`src/hw/rtl/jsu_pkg.sv`:
```
`timescale 1ns / 1ps
// Shared types, constants and helper functions of the JSON string unescaper.
package jsu_pkg;

	typedef enum logic [2:0] {
		M_EXPECT   = 3'd0,
		M_STR      = 3'd1,
		M_ESC      = 3'd2,
		M_HEX      = 3'd3,
		M_PAIR_BS  = 3'd4,
		M_PAIR_U   = 3'd5,
		M_PAIR_HEX = 3'd6
	} mode_t;

	typedef enum logic [1:0] {
		ST_OK         = 2'd0,
		ST_NOT_STRING = 2'd1,
		ST_BAD_ESCAPE = 2'd2,
		ST_UNCLOSED   = 2'd3
	} status_t;

	typedef struct packed {
		logic [7:0] out_byte;
		logic       carries_byte;
		logic       run_last;
		status_t    status;
	} result_t;

	localparam int unsigned MaxResults = 5;
	localparam int unsigned CntW       = $clog2(MaxResults + 1);
	localparam int unsigned IdxW       = $clog2(MaxResults);

	typedef result_t [MaxResults-1:0] result_list_t;

	localparam logic [15:0] SurHighLo = 16'hD800;
	localparam logic [15:0] SurHighHi = 16'hDBFF;
	localparam logic [15:0] SurLowLo  = 16'hDC00;
	localparam logic [15:0] SurLowHi  = 16'hDFFF;
	localparam logic [15:0] ReplChar  = 16'hFFFD;
	localparam logic [20:0] SuppBase  = 21'h10000;
	localparam logic [7:0]  Lead2     = 8'hC0;
	localparam logic [7:0]  Lead3     = 8'hE0;
	localparam logic [7:0]  Lead4     = 8'hF0;
	localparam logic [7:0]  ContMark  = 8'h80;

	localparam logic [7:0] ChQuote  = 8'h22;
	localparam logic [7:0] ChBslash = 8'h5C;
	localparam logic [7:0] ChSlash  = 8'h2F;
	localparam logic [7:0] ChLowU   = 8'h75;
	localparam logic [7:0] ChLowN   = 8'h6E;
	localparam logic [7:0] ChLowR   = 8'h72;
	localparam logic [7:0] ChLowT   = 8'h74;
	localparam logic [7:0] ChLowB   = 8'h62;
	localparam logic [7:0] ChLowF   = 8'h66;

	typedef struct packed {
		logic [1:0] len;
		logic [7:0] b0;
		logic [7:0] b1;
		logic [7:0] b2;
	} bmp_utf8_t;

	// Returns {valid, value} for an ASCII hex digit.
	function automatic logic [4:0] hex_digit(logic [7:0] c);
		logic [4:0] r;
		r = '0;
		if (c >= 8'h30 && c <= 8'h39) begin
			r = {1'b1, c[3:0]};
		end else if ((c >= 8'h61 && c <= 8'h66) || (c >= 8'h41 && c <= 8'h46)) begin
			r = {1'b1, c[3:0] + 4'd9};
		end
		return r;
	endfunction

	// Returns {valid, character} for a single-character escape.
	function automatic logic [8:0] esc_char(logic [7:0] c);
		logic [8:0] r;
		r = '0;
		unique case (c)
			ChQuote:  r = {1'b1, ChQuote};
			ChBslash: r = {1'b1, ChBslash};
			ChSlash:  r = {1'b1, ChSlash};
			ChLowN:   r = {1'b1, 8'h0A};
			ChLowR:   r = {1'b1, 8'h0D};
			ChLowT:   r = {1'b1, 8'h09};
			ChLowB:   r = {1'b1, 8'h08};
			ChLowF:   r = {1'b1, 8'h0C};
			default:  r = '0;
		endcase
		return r;
	endfunction

	function automatic bmp_utf8_t utf8_bmp(logic [15:0] cp);
		bmp_utf8_t r;
		r = '0;
		if (cp <= 16'h007F) begin
			r.len = 2'd1;
			r.b0  = cp[7:0];
		end else if (cp <= 16'h07FF) begin
			r.len = 2'd2;
			r.b0  = Lead2 | {3'b000, cp[10:6]};
			r.b1  = ContMark | {2'b00, cp[5:0]};
		end else begin
			r.len = 2'd3;
			r.b0  = Lead3 | {4'b0000, cp[15:12]};
			r.b1  = ContMark | {2'b00, cp[11:6]};
			r.b2  = ContMark | {2'b00, cp[5:0]};
		end
		return r;
	endfunction

	function automatic result_t mk_byte(logic [7:0] b);
		result_t r;
		r.out_byte     = b;
		r.carries_byte = 1'b1;
		r.run_last     = 1'b0;
		r.status       = ST_OK;
		return r;
	endfunction

	function automatic result_t mk_status(status_t st);
		result_t r;
		r.out_byte     = 8'h00;
		r.carries_byte = 1'b0;
		r.run_last     = 1'b1;
		r.status       = st;
		return r;
	endfunction

endpackage

```
`src/hw/rtl/jsu_if.sv`:
```
`timescale 1ns / 1ps
// Valid/ready channel interfaces for the raw input bytes and the decoded results.
interface jsu_in_if;
	logic       valid;
	logic       ready;
	logic [7:0] data_byte;
	logic       line_end;

	modport source (output valid, output data_byte, output line_end, input ready);
	modport sink (input valid, input data_byte, input line_end, output ready);
endinterface

interface jsu_out_if;
	import jsu_pkg::*;
	logic       valid;
	logic       ready;
	logic [7:0] out_byte;
	logic       carries_byte;
	logic       run_last;
	status_t    status;

	modport source (output valid, output out_byte, output carries_byte, output run_last,
		output status, input ready);
	modport sink (input valid, input out_byte, input carries_byte, input run_last,
		input status, output ready);
endinterface

```
`src/hw/rtl/jsu_parser.sv`:
```
`timescale 1ns / 1ps
// Parser state and single-pass decode of one byte into its list of results.
module jsu_parser (
	input  logic                     clk,
	input  logic                     arst_n,
	input  logic                     advance,
	input  logic [7:0]               data_byte,
	input  logic                     line_end,
	output jsu_pkg::result_list_t    results,
	output logic [jsu_pkg::CntW-1:0] res_cnt
);
	import jsu_pkg::*;

	mode_t       mode_q, mode_n;
	logic [15:0] accum_q, accum_n;
	logic [2:0]  digits_q, digits_n;
	logic [9:0]  pending_q, pending_n;
	logic        fin_q, fin_n;

	logic [4:0]  hx;
	logic [8:0]  esc;
	logic [15:0] acc_new;
	logic [2:0]  dig_new;
	logic        dig_last;
	logic        is_high;
	logic        is_low;
	logic        mismatch;
	logic [20:0] pair_cp;
	bmp_utf8_t   bmp;

	logic        bmp_en;
	logic [15:0] bmp_cp;
	logic        str_en;
	logic        esc_en;
	logic        pair_en;
	logic        stat_en;
	status_t     stat_code;
	logic        hstat;

	assign hx       = hex_digit(data_byte);
	assign esc      = esc_char(data_byte);
	assign acc_new  = {accum_q[11:0], hx[3:0]};
	assign dig_new  = digits_q + 3'd1;
	assign dig_last = (digits_q == 3'd3);
	assign is_high  = (acc_new >= SurHighLo) && (acc_new <= SurHighHi);
	assign is_low   = (acc_new >= SurLowLo) && (acc_new <= SurLowHi);
	// A second escape after a high surrogate must start with D and then C..F.
	assign mismatch = ((digits_q == 3'd0) && (hx[3:0] != 4'hD)) ||
		((digits_q == 3'd1) && (hx[3:0] < 4'hC));
	assign pair_cp  = SuppBase + {1'b0, pending_q, acc_new[9:0]};
	assign bmp      = utf8_bmp(bmp_cp);

	// What the current byte does in the current mode.
	always_comb begin
		bmp_en    = 1'b0;
		bmp_cp    = ReplChar;
		str_en    = 1'b0;
		esc_en    = 1'b0;
		pair_en   = 1'b0;
		stat_en   = 1'b0;
		stat_code = ST_OK;
		unique case (mode_q)
			M_STR: begin
				str_en = 1'b1;
			end
			M_ESC: begin
				esc_en = 1'b1;
			end
			M_HEX: begin
				if (!hx[4]) begin
					stat_en   = 1'b1;
					stat_code = ST_BAD_ESCAPE;
				end else if (dig_last) begin
					if (is_low) begin
						bmp_en = 1'b1;
					end else if (!is_high) begin
						bmp_en = 1'b1;
						bmp_cp = acc_new;
					end
				end
			end
			M_PAIR_BS: begin
				if (data_byte != ChBslash) begin
					bmp_en = 1'b1;
					str_en = 1'b1;
				end
			end
			M_PAIR_U: begin
				if (data_byte != ChLowU) begin
					bmp_en = 1'b1;
					esc_en = 1'b1;
				end
			end
			M_PAIR_HEX: begin
				if (!hx[4]) begin
					stat_en   = 1'b1;
					stat_code = ST_BAD_ESCAPE;
				end else if (mismatch) begin
					bmp_en = 1'b1;
				end else if (dig_last) begin
					pair_en = 1'b1;
				end
			end
			default: begin
				if (data_byte != ChQuote) begin
					stat_en   = 1'b1;
					stat_code = ST_NOT_STRING;
				end
			end
		endcase
	end

	// Builds the ordered result list for the byte.
	always_comb begin
		results = '0;
		res_cnt = '0;
		hstat   = 1'b0;
		if (!fin_q) begin
			if (bmp_en) begin
				for (int k = 0; k < 3; k++) begin
					if (k < int'(bmp.len)) begin
						unique case (k)
							0:       results[res_cnt[IdxW-1:0]] = mk_byte(bmp.b0);
							1:       results[res_cnt[IdxW-1:0]] = mk_byte(bmp.b1);
							default: results[res_cnt[IdxW-1:0]] = mk_byte(bmp.b2);
						endcase
						res_cnt = res_cnt + CntW'(1);
					end
				end
			end
			if (str_en) begin
				if (data_byte == ChQuote) begin
					results[res_cnt[IdxW-1:0]] = mk_status(ST_OK);
					res_cnt = res_cnt + CntW'(1);
					hstat   = 1'b1;
				end else if (data_byte != ChBslash) begin
					results[res_cnt[IdxW-1:0]] = mk_byte(data_byte);
					res_cnt = res_cnt + CntW'(1);
				end
			end
			if (esc_en) begin
				if (esc[8]) begin
					results[res_cnt[IdxW-1:0]] = mk_byte(esc[7:0]);
					res_cnt = res_cnt + CntW'(1);
				end else if (data_byte != ChLowU) begin
					results[res_cnt[IdxW-1:0]] = mk_status(ST_BAD_ESCAPE);
					res_cnt = res_cnt + CntW'(1);
					hstat   = 1'b1;
				end
			end
			if (pair_en) begin
				results[0] = mk_byte(Lead4 | {5'b00000, pair_cp[20:18]});
				results[1] = mk_byte(ContMark | {2'b00, pair_cp[17:12]});
				results[2] = mk_byte(ContMark | {2'b00, pair_cp[11:6]});
				results[3] = mk_byte(ContMark | {2'b00, pair_cp[5:0]});
				res_cnt    = CntW'(4);
			end
			if (stat_en) begin
				results[res_cnt[IdxW-1:0]] = mk_status(stat_code);
				res_cnt = res_cnt + CntW'(1);
				hstat   = 1'b1;
			end
			if (line_end && !hstat) begin
				results[res_cnt[IdxW-1:0]] = mk_status(ST_UNCLOSED);
				res_cnt = res_cnt + CntW'(1);
			end
		end
	end

	// Next parser state.
	always_comb begin
		mode_n    = mode_q;
		accum_n   = accum_q;
		digits_n  = digits_q;
		pending_n = pending_q;
		fin_n     = fin_q;
		if (line_end) begin
			mode_n    = M_EXPECT;
			accum_n   = '0;
			digits_n  = '0;
			pending_n = '0;
			fin_n     = 1'b0;
		end else if (!fin_q) begin
			fin_n = hstat;
			unique case (mode_q)
				M_STR: begin
					if (data_byte == ChBslash) begin
						mode_n = M_ESC;
					end
				end
				M_ESC: begin
					mode_n = M_STR;
					if (data_byte == ChLowU) begin
						accum_n  = '0;
						digits_n = '0;
						mode_n   = M_HEX;
					end
				end
				M_HEX: begin
					if (hx[4]) begin
						accum_n  = acc_new;
						digits_n = dig_new;
						if (dig_last) begin
							digits_n = '0;
							if (is_high) begin
								pending_n = acc_new[9:0];
								mode_n    = M_PAIR_BS;
							end else begin
								mode_n = M_STR;
							end
						end
					end
				end
				M_PAIR_BS: begin
					mode_n = (data_byte == ChBslash) ? M_PAIR_U : M_STR;
				end
				M_PAIR_U: begin
					mode_n = M_STR;
					if (data_byte == ChLowU) begin
						accum_n  = '0;
						digits_n = '0;
						mode_n   = M_PAIR_HEX;
					end
				end
				M_PAIR_HEX: begin
					if (hx[4]) begin
						accum_n  = acc_new;
						digits_n = dig_new;
						if (mismatch) begin
							mode_n = M_HEX;
						end else if (dig_last) begin
							digits_n = '0;
							mode_n   = M_STR;
						end
					end
				end
				default: begin
					if (data_byte == ChQuote) begin
						mode_n = M_STR;
					end
				end
			endcase
		end
	end

	always_ff @(posedge clk or negedge arst_n) begin
		if (!arst_n) begin
			mode_q    <= M_EXPECT;
			accum_q   <= '0;
			digits_q  <= '0;
			pending_q <= '0;
			fin_q     <= 1'b0;
		end else if (advance) begin
			mode_q    <= mode_n;
			accum_q   <= accum_n;
			digits_q  <= digits_n;
			pending_q <= pending_n;
			fin_q     <= fin_n;
		end
	end

endmodule

```
`src/hw/rtl/jsu_result_buf.sv`:
```
`timescale 1ns / 1ps
// Result register that holds one byte's result list and hands it out one per transaction.
module jsu_result_buf (
	input  logic                     clk,
	input  logic                     arst_n,
	input  logic                     load,
	input  jsu_pkg::result_list_t    results,
	input  logic [jsu_pkg::CntW-1:0] res_cnt,
	output logic                     free,
	jsu_out_if.source                out_ch
);
	import jsu_pkg::*;

	result_list_t    items_q;
	logic [CntW-1:0] cnt_q;
	logic [IdxW-1:0] idx_q;
	logic            is_last;
	result_t         cur;

	assign cur     = items_q[idx_q];
	assign is_last = (CntW'(idx_q) + CntW'(1)) == cnt_q;
	// The list can be replaced in the same cycle its last entry is taken.
	assign free    = (cnt_q == '0) || (out_ch.ready && is_last);

	assign out_ch.valid        = (cnt_q != '0);
	assign out_ch.out_byte     = cur.out_byte;
	assign out_ch.carries_byte = cur.carries_byte;
	assign out_ch.run_last     = cur.run_last;
	assign out_ch.status       = cur.status;

	always_ff @(posedge clk) begin
		if (load) begin
			items_q <= results;
		end
	end

	always_ff @(posedge clk or negedge arst_n) begin
		if (!arst_n) begin
			cnt_q <= '0;
			idx_q <= '0;
		end else if (load) begin
			cnt_q <= res_cnt;
			idx_q <= '0;
		end else if (out_ch.valid && out_ch.ready) begin
			if (is_last) begin
				cnt_q <= '0;
				idx_q <= '0;
			end else begin
				idx_q <= idx_q + IdxW'(1);
			end
		end
	end

endmodule

```
`src/hw/rtl/json_string_unescape_utf8.sv`:
```
`timescale 1ns / 1ps
// Top level of the JSON string unescaper with UTF-8 output.
// A byte accepted into the input register is decoded there by the parser, and its results
// are loaded into the result register once that register is free, and are offered from it.
// Throughput: one input byte per cycle while each byte yields at most one result and out_ch is
// not stalled; a byte that yields n results holds the output register for n transactions (up to five).
// Reset: arst_n clears the parser to wait for an opening quote and empties both registers.
module json_string_unescape_utf8 (
	input  logic    clk,
	input  logic    arst_n,
	jsu_in_if.sink  in_ch,
	jsu_out_if.source out_ch
);
	import jsu_pkg::*;

	logic            valid_s1;
	logic [7:0]      data_byte_s1;
	logic            line_end_s1;
	logic            advance;
	logic            buf_free;
	result_list_t    results;
	logic [CntW-1:0] res_cnt;

	assign advance     = valid_s1 && buf_free;
	assign in_ch.ready = !valid_s1 || advance;

	always_ff @(posedge clk or negedge arst_n) begin
		if (!arst_n) begin
			valid_s1 <= 1'b0;
		end else if (in_ch.ready) begin
			valid_s1 <= in_ch.valid;
		end
	end

	always_ff @(posedge clk) begin
		if (in_ch.valid && in_ch.ready) begin
			data_byte_s1 <= in_ch.data_byte;
			line_end_s1  <= in_ch.line_end;
		end
	end

	jsu_parser u_parser (
		.clk       (clk),
		.arst_n    (arst_n),
		.advance   (advance),
		.data_byte (data_byte_s1),
		.line_end  (line_end_s1),
		.results   (results),
		.res_cnt   (res_cnt)
	);

	jsu_result_buf u_result_buf (
		.clk     (clk),
		.arst_n  (arst_n),
		.load    (advance),
		.results (results),
		.res_cnt (res_cnt),
		.free    (buf_free),
		.out_ch  (out_ch)
	);

endmodule

```
`src/flat_wrapper.sv`:
```
// flat-port wrapper written by rule: the top's interface ports become plain ports
module json_string_unescape_utf8_flat import jsu_pkg::*;
  (clk, arst_n, in_ch_valid, in_ch_data_byte, in_ch_line_end, in_ch_ready, out_ch_valid, out_ch_out_byte, out_ch_carries_byte, out_ch_run_last, out_ch_status, out_ch_ready);
  jsu_in_if in_ch_i ();
  jsu_out_if out_ch_i ();
  input  logic clk;
  input  logic arst_n;
  input wire logic [$bits(in_ch_i.valid)-1:0] in_ch_valid;
  input wire logic [$bits(in_ch_i.data_byte)-1:0] in_ch_data_byte;
  input wire logic [$bits(in_ch_i.line_end)-1:0] in_ch_line_end;
  output wire logic [$bits(in_ch_i.ready)-1:0] in_ch_ready;
  output wire logic [$bits(out_ch_i.valid)-1:0] out_ch_valid;
  output wire logic [$bits(out_ch_i.out_byte)-1:0] out_ch_out_byte;
  output wire logic [$bits(out_ch_i.carries_byte)-1:0] out_ch_carries_byte;
  output wire logic [$bits(out_ch_i.run_last)-1:0] out_ch_run_last;
  output wire logic [$bits(out_ch_i.status)-1:0] out_ch_status;
  input wire logic [$bits(out_ch_i.ready)-1:0] out_ch_ready;
  assign in_ch_i.valid = in_ch_valid;
  assign in_ch_i.data_byte = in_ch_data_byte;
  assign in_ch_i.line_end = in_ch_line_end;
  assign in_ch_ready = in_ch_i.ready;
  assign out_ch_valid = out_ch_i.valid;
  assign out_ch_out_byte = out_ch_i.out_byte;
  assign out_ch_carries_byte = out_ch_i.carries_byte;
  assign out_ch_run_last = out_ch_i.run_last;
  assign out_ch_status = out_ch_i.status;
  assign out_ch_i.ready = out_ch_ready;
  json_string_unescape_utf8 u_core (.clk(clk), .arst_n(arst_n), .in_ch(in_ch_i), .out_ch(out_ch_i));
endmodule
```
`config.mk`:
```
export PLATFORM = sky130hd
export DESIGN_NAME = json_string_unescape_utf8_flat
export DESIGN_NICKNAME = d
export VERILOG_FILES = /design/src/hw/rtl/jsu_pkg.sv /design/src/hw/rtl/jsu_if.sv /design/src/hw/rtl/jsu_parser.sv /design/src/hw/rtl/jsu_result_buf.sv /design/src/hw/rtl/json_string_unescape_utf8.sv /design/src/flat_wrapper.sv
export SDC_FILE = /design/constraint.sdc
export NUM_CORES = 1
export LEC_CHECK = 0
export BUFFER_PORTS_ARGS = -buffer_cell sky130_fd_sc_hd__buf_2
export CORE_MARGIN = 3
export CORE_UTILIZATION = 42
export DETAILED_ROUTE_END_ITERATION = 16
export SKIP_CTS_REPAIR_TIMING = 1
export SLEW_MARGIN = 20
export SYNTH_ARGS = -nofsm -noshare
export SYNTH_HDL_FRONTEND = slang
export SYNTH_HIERARCHICAL = 1
export SYNTH_SLANG_ARGS = --single-unit
```
`constraint.sdc`:
```
create_clock -name clk -period 10.37 [get_ports clk]
set_clock_uncertainty 0.05 [all_clocks]
set_input_delay 2.074 -clock clk [delete_from_list [all_inputs] [get_ports clk]]
set_output_delay 2.074 -clock clk [all_outputs]
set_load 0.05 [all_outputs]
```
# Yosys cells after proc, flatten, opt, wreduce, memory -nomap -nowiden
# Cells that the tools add are included.
[totals]
memories = 0
wordCells = 296
out_inout_bits = 14
in_bits = 13
rom_bits = 0
ff_bits = 105
latchBits = 0
ramBits = 0
[classes]
bitwise_logic = 9
muxes = 144
shifts = 0
add_sub_neg = 10
n_reduce_logical = 44
n_mul = 0
n_eq_ne = 30
n_div = 0
magnitude_cmp = 29
[ops]
columns = ["op", "n"]
rows = [
  ["two-way mux 60 bit", 17],
  ["bitwise mux 60 bit", 5],
  ["demux 12 bit (select 3 bit)", 6],
  ["two-way mux 12 bit", 14],
  ["two-way mux 3 bit", 46],
  ["two-way mux 16 bit", 6],
  ["two-way mux 48 bit", 2],
  ["one-hot mux 9 bit (8 select lines)", 1],
  ["two-way mux 10 bit", 7],
  ["equality test 8 x 7 -> 1 bit, second input constant", 7],
  ["bitwise AND 55 bit", 1],
  ["inverter 55 bit", 1],
  ["bitwise AND 50 bit", 1],
  ["inverter 50 bit", 1],
  ["bitwise AND 45 bit", 1],
  ["inverter 45 bit", 1],
  ["binary-select mux 12 bit (select 3 bit)", 1],
  ["greater-or-equal comparator 16 bit, second input constant", 2],
  ["<= comparator 16 bit, second input constant", 2],
  ["< comparator 3 x 4 -> 1 bit, second input constant", 7],
  ["two-way mux 1 bit", 25],
  ["adder 3 x 1 -> 3 bit, second input constant", 8],
  ["one-hot mux 12 bit (2 select lines)", 1],
  ["adder 17 x 20 -> 21 bit, first input constant", 1],
  ["other kinds (49)", 102],
]

# Logic depth before layout (Yosys ltp)
# Gate-level depths: netlist (run 1).
[logic_depth]
depth_word = 49
ltp_mapped = 25

# Cells and area by module
# The synthesis (run 1) kept the hierarchy.
[modules_own_cells]
columns = ["module", "area_per_inst_um2", "n_inst", "cells_per_inst"]
rows = [
  ["jsu_parser", 4013.8, 1, 532],
  ["jsu_result_buf", 2645.0, 1, 152],
  ["json_string_unescape_utf8", 330.3, 1, 14],
]

# Least setup slack after synthesis (run 1)
# OpenSTA, ideal clock, no wires.
[synth_timing]
path_kind = "flip-flop to flip-flop"
startpoint = "register u_core.data_byte_s1[0]"
endpoint = "register u_core.u_result_buf.cnt_q[1]"
path_stages_with_launch = 24
setup_slack_ps = 5108
period_less_slack_ps = 5262
path_buffers = 3
t_arrival_ps = 5092
cell_sequence = "edfxtp_1 buf_2 inv_1 ha_1 nand4b_1 mux2_2 o21ai_0 clkbuf_1 o21ai_1 ha_1 inv_1 a21oi_1 ha_1 a211o_1 ha_1 a221o_1 nor2_8 inv_6 buf_6 ha_1 mux2i_1 nor2_1 and2_1 a31o_2"
[synth_via]
elab_chain_cells = 45
word_cells_on_any_way = 103
cone_classes = "7 x add/sub; 16 x order compare; 12 x eq/ne; 57 x mux; 11 x reduce/logical"
[synth_lines]
columns = ["element", "line_no", "text"]
rows = [
  ["start, declared", "json_string_unescape_utf8.sv:17", "logic [7:0] data_byte_s1;"],
  ["start signal, assigned", "json_string_unescape_utf8.sv:37", "data_byte_s1 <= in_ch.data_byte;"],
  ["greater-or-equal comparator 8 x 7 -> 1 bit / <= comparator 8 x 7 -> 1 bit (equally long branches)", "jsu_pkg.sv:69", "end else if ((c >= 8'h61 && c <= 8'h66) || (c >= 8'h41 && c <= 8'h46)) begin"],
  ["logical AND 1 bit", "jsu_pkg.sv:69", ""],
  ["logical OR 1 bit", "jsu_pkg.sv:69", ""],
  ["two-way mux 5 bit", "jsu_pkg.sv:69", ""],
  ["two-way mux 5 bit", "jsu_pkg.sv:67", "if (c >= 8'h30 && c <= 8'h39) begin"],
  ["greater-or-equal comparator 16 bit / <= comparator 16 bit (equally long branches)", "jsu_parser.sv:45", "assign is_high = (acc_new >= SurHighLo) && (acc_new <= SurHighHi);"],
  ["logical AND 1 bit", "jsu_parser.sv:45", ""],
  ["two-way mux 16 bit", "jsu_parser.sv:76", "end else if (!is_high) begin"],
  ["[30 not listed]", "n/a", ""],
  ["adder 3 x 1 -> 3 bit", "jsu_parser.sv:160", "res_cnt = res_cnt + CntW'(1);"],
  ["two-way mux 3 bit", "jsu_parser.sv:158", "if (stat_en) begin"],
  ["two-way mux 3 bit", "jsu_parser.sv:118", "if (!fin_q) begin"],
  ["adder 3 x 1 -> 3 bit", "jsu_parser.sv:165", "res_cnt = res_cnt + CntW'(1);"],
  ["two-way mux 3 bit (*)", "jsu_parser.sv:163", "if (line_end && !hstat) begin"],
  ["two-way mux 3 bit (*)", "jsu_parser.sv:118", ""],
  ["named net u_core.res_cnt[1]", "json_string_unescape_utf8.sv:22", "logic [CntW-1:0] res_cnt;"],
  ["two-way mux 3 bit (*)", "jsu_result_buf.sv:41", "end else if (load) begin"],
  ["end signal, assigned", "jsu_result_buf.sv:42", "cnt_q <= res_cnt;"],
  ["end, declared", "jsu_result_buf.sv:15", "logic [CntW-1:0] cnt_q;"],
]
# Mark *: on every way through the listed nets, which the timed path passes. The rest lies on a longest branch. The select of a mux whose other input is x is not followed.
# A chain may end at the register's enable or synchronous reset.

# Worst setup path in the final report (run 1)
[layout_timing]
startpoint = "register u_core.data_byte_s1[0]"
endpoint = "register u_core/u_result_buf/items_q[5] (netlist name), data pin"
[layout_via]
elab_chain_cells = 49
word_cells_on_any_way = 165
cone_classes = "7 x add/sub; 28 x order compare; 12 x eq/ne; 95 x mux; 6 x bitwise; 17 x reduce/logical"
[layout_lines]
columns = ["element", "line_no", "text"]
rows = [
  ["parallel branches: the longest is 48 deep, another holds greater-or-equal comparator 16 bit", "n/a", ""],
  ["two-way mux 60 bit (*)", "jsu_parser.sv:163", ""],
  ["end signal, assigned", "jsu_result_buf.sv:33", "items_q <= results;"],
  ["end, declared", "jsu_result_buf.sv:14", "result_list_t items_q;"],
]
# Mark *: on every way between the ends. The select of a mux whose other input is x is not followed.

==> impl_metrics.toml, run 1 <==
[status]
status = "completed"

[sta]
report.final.slew_viol_count = 0
finalSetupViolations = 0
finalHoldViolations = 0
fmax_ghz = 0.166
worst_pin_slew_ns = 1.12
timing.slew.headroom_pct = 24.7
fin_crit_sh_pct = 58.1
setup_tns_ns = 0
fin_crit_ns = 6.03
rsz0062_at_grt = "false"

[floorplanning]
ioPinCount = 27
initial_core_util_pct = 43.5
num_rows = 46
dieWidth_um = 135
fp.coreArea_sq_um = 16100
chipHeight_um = 135
dieArea_sq_um = 18200

[yosys]
synth-edff-count = 69
synth.most_common_cell = "nand2_1"
synthCells = 698
synth_area_per_cell_sq_um = 10.0
synth_top_cells_by_count = "nand2_1 (71), edfxtp_1 (69), nor2_1 (41), o21ai_0 (41), a21oi_1 (38)"
syn_area_sq_um = 6990
synth_top_area_share_pct = 29.6
async_flop_share_pct = 34.3
ys_ff_latch = 105
synth_seq_area_share_pct = 42.5
yosysTopAreaCell = "edfxtp_1"
synth_flop_cell = "edfxtp_1"
ys_top_cells_by_area = "edfxtp_1 (30%), dfrtp_1 (13%), mux2i_1 (3.9%)"
yosys_warnings = 6
ys_types = 111

[worst_setup_path]
regToRegSetupSlack_ns = 4.34
path_common_cell = "ha_1"
cpPeakStageDelay_ns = 0.62
required_ns = 10.42
endpoint_kind = "register"
path_buf_inv = 2
r2r_start = "u_core/data_byte_s1[0]"
cp_cell_sequence = "inv_1 -> ha_1 -> nor3b_1 -> nor3_2 -> o22a_2 -> o21ai_2 -> o21ai_1 -> ha_1 -> inv_1 -> a21oi_1 -> ha_1 -> a211o_1 -> ha_1 -> a222oi_1 -> nand3_4 -> o311ai_4 -> nor3b_1"
endpoint = "u_core/u_result_buf/items_q[5]"
critPathTopFamily = "compound AO/OA/AOI/OAI gates"
startpoint_type = "register"
r2r-end = "u_core/u_result_buf/items_q[5]"
crit_start = "u_core/data_byte_s1[0]"
slowest_stage = "nor3_2"
r2r_cells = 17
worstPathArrival_ns = 6.07
crit_cells = 17
criticalPathCategory = "register to register"
crit_fanout = 13

[clock_network]
clock-root-buffer = "clkbuf_16"
clk_latency_ns = 0.36
cts.clk_slew.worst_paths_ns = 0.08
clock-sinks = 105
h-tree-depth = 3
cts_tree = "built"
cts_buffers = 9
cts_buffer_depth = 2

[pwr]
ir_drop_v = 0.000205
clkPwrFrac_pct = 14.6
total_power_uw = 2440
p_sw_uw = 1200
p_int_uw = 1240
leakagePower_uw = 0.00270
pwr-share-seq_pct = 32.0
cellPowerDensity_nw_per_um2 = 325
swShare_pct = 49.0
comb_power_share_pct = 53.4

[layout]
postLayoutCoreUtil_pct = 46.8
fillers = 1522
fin_area_sq_um = 7520
fin_cells = 927
syn2layout_area_growth_pct = 7.61
fin_nets = 732
num_antenna_cells = 0
drive_gt1_share_pct = 15.3

[routing]
drc = 0
drt_first_pass_iters = 5
drtIter0Drc = 553
vias = 5778
wl_mm = 20.7
drt-vias-per-instance = 6.23
wire_per_inst_um = 22.3
ant_nets = 0

[grt]
grt_first_pass_wirelength_mm = 32.0
first_global_vias = 5561
grt_overflow = 0
grt_max_degree = 73
antenna_found_initial = 0
grt.total_usage_pct = 23.0

[min_path]
hold_path.class = "register to register"
hold_depth = 2

[placed_design]
place.gp.congestion = 0.963
placed_cells = 911
dp_hpwl_mm = 15.1
dpl_cell_area_sq_um = 7200
port_buffers = 26

[flow_run]
drv_cap = 0
## cell usage in the layout (no fill, tap or decap), types with 16 or more instances in the layout
cell	Yosys	final
mux2i_1	27	27
o21ai_0	41	40
nor2_1	41	41
nand2_1	71	71
dfrtp_1	36	36
edfxtp_1	69	69
buf_2	10	26
a21oi_1	38	38
o22ai_1	20	20
nor3_1	17	17
inv_1	16	16
## metrics by stage
step,worst slack (ns),hold slack [ns]
after floorplan,5.11,0.400
after global placement,4.72,0.419
after detailed placement,4.46,0.427
after CTS,4.45,0.445
after global routing,4.00,0.474
final,4.34,0.449
## kinds of logic after synthesis
| logic type | after synthesis | synth area share, % |
|---|---|---|
| simple gates | 254 | 20.6 |
| compound gates | 218 | 23.0 |
| flops | 105 | 42.5 |
| buf+inv | 66 | 5.41 |
| mux | 32 | 4.83 |
| fa+ha+maj | 13 | 2.33 |
| xor+xnor | 9 | 1.32 |
| other cells | 1 | 0.0537 |
## registers in the layout, summed over array words and instances (netlist names)
name,count
u_core/data_byte_s1,8
u_core/u_parser/accum_q,12
u_core/u_parser/fin_q,1
u_core/line_end_s1,1
u_core/u_result_buf/cnt_q,3
u_core/u_result_buf/items_q,60
u_core/u_parser/mode_q,3
u_core/u_result_buf/idx_q,3
u_core/valid_s1,1
u_core/u_parser/pending_q,10
u_core/u_parser/digits_q,3
## worst min path at each step
stage | from | end
finish | u_core/u_parser/pending_q[2] | u_core/u_parser/pending_q[2]
global route | u_core/u_parser/pending_q[5] | u_core/u_parser/pending_q[5]
CTS | u_core/u_parser/pending_q[2] | u_core/u_parser/pending_q[2]
detailed placement | u_core/u_parser/pending_q[2] | u_core/u_parser/pending_q[2]
global placement | u_core/u_parser/pending_q[2] | u_core/u_parser/pending_q[2]
floorplan | u_core/u_parser/pending_q[0] | u_core/u_parser/pending_q[0]
## tightest hold or removal path, cell delays in order, from the launching register on
cell,delay (ns)
dfrtp_1,0.35
nand2_1,0.05
o21ai_0,0.06
## cell type report
type | instances | area, sq um | area share, %
multi-input cells | 537 | 3700 | 49.2
clock inverters | 6 | 60.1 | 0.799
clock buffers | 10 | 250 | 3.33
well taps | 216 | 270 | 3.59
repair buffers | 35 | 198 | 2.63
flip-flops and latches | 105 | 2970 | 39.5
inverters | 18 | 72.6 | 0.965
## power groups by stage
| stage | clock network [uW] | registers (uW) | logic, uW |
|---|---|---|---|
| final | 357 | 780 | 1300 |
| after global routing | 382 | 799 | 1400 |
| after CTS | 365 | 781 | 1290 |
| after detailed placement | 0 | 789 | 1290 |
| after global placement | 0 | 785 | 1270 |
| after floorplan | 0 | 715 | 1030 |
## routing by layer
layer,part of all wire [%],GRT usage [%],vias to the layer above
li1,-,-,2687
met1,45,31.6,2796
met2,46,35.8,239
met3,5.3,4.25,56
met4,4.4,10.0,0
met5,0,0,-
Note: power is estimated with default switching activity, not from simulation.
==> inputs of run 2 (changes only) <==
Clock period 10.37 ns to 6.2 ns, I/O delays scaled along.
==> run 2 against run 1 <==
  * Final cell count up 1.1%
  * Critical path depth shrank 1
  * Sequential share of layout area decreased by 0.31 points
  * Register-to-register slack lost 4.1 ns
  * Global-route usage rose by 0.69 points
  * Non-clock buffer count increased by 10
  * Worst setup slack got worse by 4.1 ns
  * Critical path type unchanged
  * Via count up 0.19%
  * First-iteration DRC count decreased by 8.5%
  * Clock power up 61%
  * Largest power group unchanged
  * Combinational power is 72% higher
==> impl_metrics.toml, run 2 (synthesis gave the netlist of run 1 again) <==
[routing]
drt-vias-per-instance = 6.18
ant_nets = 0
drt_first_pass_iters = 7
vias = 5789
wire_per_inst_um = 22.6
drc = 0
drtIter0Drc = 506
wl_mm = 21.2

[flow_run]
drv_cap = 0

[sta]
fin_crit_sh_pct = 96.0
rsz0062_at_grt = "false"
timing.slew.headroom_pct = 33.9
worst_pin_slew_ns = 0.984
fin_crit_ns = 5.95
report.final.slew_viol_count = 0
fmax_ghz = 0.168
finalSetupViolations = 0
setup_tns_ns = 0
finalHoldViolations = 0

[grt]
grt_overflow = 0
grt.total_usage_pct = 23.7
antenna_found_initial = 0
grt_first_pass_wirelength_mm = 33.1
first_global_vias = 5611
grt_max_degree = 70

[floorplanning]
fp.coreArea_sq_um = 16100
dieArea_sq_um = 18200
dieWidth_um = 135
initial_core_util_pct = 43.5
chipHeight_um = 135
ioPinCount = 27
num_rows = 46

[worst_setup_path]
endpoint_kind = "register"
worstPathArrival_ns = 5.99
r2r_cells = 16
required_ns = 6.24
regToRegSetupSlack_ns = 0.25
criticalPathCategory = "register to register"
startpoint_type = "register"
crit_fanout = 13
r2r-end = "u_core/u_result_buf/items_q[7]"
r2r_start = "u_core/data_byte_s1[0]"

[layout]
layout_commonest_cell = "nand2_1"
syn2layout_area_growth_pct = 8.45
num_antenna_cells = 0
fin_nets = 742
largest_reg_flops = 60
fin_area_sq_um = 7580
fin_cells = 937
layout_common_cells = "nand2_1 (71), edfxtp_1 (69), nor2_1 (41), o21ai_0 (40), a21oi_1 (38)"
drive_gt1_share_pct = 16.5
reg.largest.list = "u_core/u_result_buf/items_q x60, u_core/u_parser/accum_q x12, u_core/u_parser/pending_q x10"
regMostFlops = "u_core/u_result_buf/items_q"

[clock_network]
clock-sinks = 105
clk_latency_ns = 0.36
cts_buffer_depth = 2
cts_buffers = 9
h-tree-depth = 3
cts.clk_slew.worst_paths_ns = 0.07
clock-root-buffer = "clkbuf_16"
cts_tree = "built"

[min_path]
min_from = "u_core/u_parser/pending_q[1]"
hold_path.class = "register to register"
hold_end = "u_core/u_parser/pending_q[1]"
hold_depth = 2

[placed_design]
place.gp.congestion = 0.959
dp_hpwl_mm = 16.0
dpl_cell_area_sq_um = 7280
placed_cells = 921
port_buffers = 26

[pwr]
cellPowerDensity_nw_per_um2 = 539
leakagePower_uw = 0.00275
ir_drop_v = 0.000317

[status]
status = "completed"
-- run 2: changes by cell type in the layout (fill, tap and decap cells not counted), sizes merged --
cell      before  now
clkbuf        10    9
clkinv         4    3
clkinvlp       1    0
inv           19   22
buf           35   45
-- run 2: cell type report --
type	instances	area (sq um)
Clock buffer	9	225
Timing Repair Buffer	45	273
Clock inverter	7	68.8
Sequential cell	105	2970
Multi-Input combinational cell	537	3700
Fill cell	1487	8480
Inverter	18	72.6
Tap cell	216	270
-- run 2: worst max-delay path: stages, from the launching register on --
cell and delay [ns]:
edfxtp_1 0.57, ha_1 0.36, xnor2_1 0.23, nor4_2 0.09, o41ai_1 0.71, o21ai_2 0.28, o21ai_1 0.60, ha_1 0.38
inv_1 0.08, a21oi_1 0.06, ha_1 0.31, a211o_1 0.27, ha_1 0.18, a222oi_1 0.61, nand3_4 0.28, o311ai_4 0.50
nor3_1 0.11
-- run 2: report_power, final --
group / switching (uW) / leakage [uW] / total [uW] / internal (uW)
combinational: 1550 / 0.00143 / 2240 / 694
clock: 288 / 0.000146 / 574 / 286
sequential: 174 / 0.00117 / 1270 / 1100
-- run 2: stage by stage --
step | utilization (%) | hold WS, ns | total power (uW) | setup slack (ns)
floorplan | - | 0.400 | 2920 | 0.938
global placement | 45.3 | 0.425 | 3470 | 0.644
detailed placement | 45.3 | 0.425 | 3500 | 0.396
CTS | 47.2 | 0.443 | 4080 | 0.354
global route | 47.2 | 0.450 | 4320 | 0.0154
finish | 47.2 | 0.440 | 4090 | 0.248
-- run 2: worst max path at each step --
| stage | startpoint | end | slack [ns] | cells after the start |
|---|---|---|---|---|
| 6_report | u_core/data_byte_s1[0] | u_core/u_result_buf/items_q[7] | 0.25 | 16 |
| 5_1_grt | u_core/data_byte_s1[0] | u_core/u_result_buf/items_q[5] | 0.02 | 16 |
| 4_1_cts | u_core/data_byte_s1[0] | u_core/u_result_buf/items_q[7] | 0.35 | 16 |
| 3_5_place_dp | u_core/data_byte_s1[0] | u_core/u_result_buf/items_q[7] | 0.40 | 16 |
| 3_3_place_gp | u_core/data_byte_s1[0] | u_core/u_result_buf/cnt_q[1] | 0.64 | 20 |
| 2_1_floorplan | u_core/data_byte_s1[0] | u_core/u_result_buf/cnt_q[1] | 0.94 | 23 |
-- run 2: per-layer routing --
metal | part of all wire, % | vias up | global-route usage (%)
met5 | 0 | - | 0
met4 | 3.8 | 0 | 10.6
met3 | 5.5 | 44 | 2.79
met2 | 46 | 223 | 37.0
met1 | 45 | 2808 | 33.3
li1 | - | 2714 | -
==> inputs of run 3 (changes only) <==
Settings changed: HOLD_SLACK_MARGIN set to 0.1.
Clock period 6.2 ns to 7.3 ns, I/O delays scaled along.
==> run 3 against run 2 <==
  * Worst setup slack better by 0.96 ns
  * First-iteration DRC count is 33% higher
  * Utilization is 0.41 points lower
  * Combinational power is 15% lower
  * Critical endpoint unchanged
  * Largest power group unchanged
  * Highest routed layer unchanged
==> impl_metrics.toml, run 3 (synthesis gave the netlist of run 1 again) <==
[status]
status = "completed"

[worst_setup_path]
crit_cells = 17
crit_fanout = 13
r2r_cells = 17
required_ns = 7.34
cpPeakStageDelay_ns = 0.62
r2r-end = "u_core/u_result_buf/items_q[7]"
regToRegSetupSlack_ns = 1.20
endpoint = "u_core/u_result_buf/items_q[7]"
path_buf_inv = 2
startpoint_type = "register"
slowest_stage = "nor3_2"
cp_cell_sequence = "inv_1 -> ha_1 -> nor3b_1 -> nor3_2 -> o22a_2 -> o21ai_2 -> o21ai_1 -> ha_1 -> inv_1 -> a21oi_1 -> ha_1 -> a211o_1 -> ha_1 -> a222oi_1 -> nand3_4 -> o311ai_4 -> nor3_1"
path_common_cell = "ha_1"
endpoint_kind = "register"
critPathTopFamily = "compound AO/OA/AOI/OAI gates"
crit_start = "u_core/data_byte_s1[0]"
r2r_start = "u_core/data_byte_s1[0]"
criticalPathCategory = "register to register"
worstPathArrival_ns = 6.13

[placed_design]
port_buffers = 26
place.gp.congestion = 0.956
place_ws_ns = 1.42
dp_hpwl_mm = 15.6
dpl_cell_area_sq_um = 7220

[sta]
finalHoldViolations = 0
timing.final.ws_setup_ns = 1.20
fin_crit_sh_pct = 83.5
setup_tns_ns = 0
fin_crit_ns = 6.10
rsz0062_at_grt = "false"
timing.slew.headroom_pct = 38.3
report.final.slew_viol_count = 0
finalSetupViolations = 0
worst_pin_slew_ns = 0.925
fmax_ghz = 0.164

[pwr]
cellPowerDensity_nw_per_um2 = 462
clkPwrFrac_pct = 13.8
p_int_uw = 1750
comb_power_share_pct = 54.8
pwr-share-seq_pct = 31.4
ir_drop_v = 0.000289
swShare_pct = 49.5
total_power_uw = 3470
p_sw_uw = 1720
leakagePower_uw = 0.00270

[grt]
antenna_found_initial = 0
grt_max_degree = 49
first_global_vias = 5527
grt_first_pass_wirelength_mm = 32.8
grt.total_usage_pct = 23.5
grt_overflow = 0

[layout]
largest_reg_flops = 60
layout_common_cells = "nand2_1 (71), edfxtp_1 (69), nor2_1 (41), o21ai_0 (40), a21oi_1 (38)"
regMostFlops = "u_core/u_result_buf/items_q"
syn2layout_area_growth_pct = 7.50
reg.largest.list = "u_core/u_result_buf/items_q x60, u_core/u_parser/accum_q x12, u_core/u_parser/pending_q x10"
layout_commonest_cell = "nand2_1"
multi_input_comb_area_sq_um = 3700
fin_nets = 734
ff_latch_area_sq_um = 2970
fillers = 1498
fin_area_sq_um = 7510
num_antenna_cells = 0
drive_gt1_share_pct = 15.6

[floorplanning]
chipHeight_um = 135
initial_core_util_pct = 43.5
num_rows = 46
ioPinCount = 27
fp.coreArea_sq_um = 16100
dieWidth_um = 135
dieArea_sq_um = 18200

[routing]
drt-vias-per-instance = 6.26
wire_per_inst_um = 22.7
vias = 5814
drc = 0
drt_first_pass_iters = 5
ant_nets = 0
wl_mm = 21.0
drtIter0Drc = 671

[clock_network]
clock-sinks = 105
cts.clk_slew.worst_paths_ns = 0.08
cts_buffers = 9
clk_latency_ns = 0.36
h-tree-depth = 3
clock-root-buffer = "clkbuf_16"
cts_tree = "built"
cts_buffer_depth = 2

[flow_run]
drv_cap = 0

[min_path]
hold_path.class = "register to register"
run 3: cell count changes in the layout (fill, tap and decap cells not counted), sizes merged:
cell / change
clkinvlp: +1
clkinv: +1
inv: -2
buf: -8
run 3: worst min-delay path by stage:
stage,from,endpoint,slack [ns],depth (start not counted)
final,u_core/u_parser/pending_q[2],u_core/u_parser/pending_q[2],0.45,2
after CTS,u_core/u_parser/pending_q[2],u_core/u_parser/pending_q[2],0.45,2
after global routing,u_core/u_parser/pending_q[0],u_core/u_parser/pending_q[0],0.47,2
after floorplan,u_core/u_parser/pending_q[0],u_core/u_parser/pending_q[0],0.40,2
after global placement,u_core/u_parser/pending_q[1],u_core/u_parser/pending_q[1],0.43,2
after detailed placement,u_core/u_parser/pending_q[2],u_core/u_parser/pending_q[2],0.44,2
run 3: area by class of cell:
class / instances / area share, %
Timing Repair Buffer: 37 / 2.83
Clock buffer: 9 / 3.00
Clock inverter: 7 / 0.833
Sequential cell: 105 / 39.6
Tap cell: 216 / 3.60
Multi-Input combinational cell: 537 / 49.2
Inverter: 18 / 0.966
run 3: worst register-to-register path: cells and delay by family (launching register included):
kind,cells,cell delay (ns)
adders and majority gates,4,1.20
AOI/OAI and AO/OA,7,2.50
buffers and inverters,2,0.25
DFF,1,0.59
and+or+nand+nor,4,1.24
run 3: power groups by stage:
stage	Combinational, uW	Sequential, uW	Clock, uW
2_1_floorplan	1470	1020	0
3_3_place_gp	1850	1100	0
5_1_grt	2030	1120	518
3_5_place_dp	1870	1100	0
6_report	1900	1090	479
4_1_cts	1880	1090	491
run 3: layer usage:
layer	vias up	part of all wire [%]	GRT usage, %
met1	2838	44	32.8
li1	2695	-	-
met3	49	5.5	2.76
met2	232	46	37.0
met4	0	3.8	10.2
met5	-	0	0
run 3: stage by stage:
stage	hold slack [ns]	std cells	util [%]
final	0.448	929	46.8
after global routing	0.473	929	46.8
after CTS	0.451	929	46.8
after detailed placement	0.435	913	45.0
after global placement	0.429	913	45.0
after floorplan	0.400	708	-
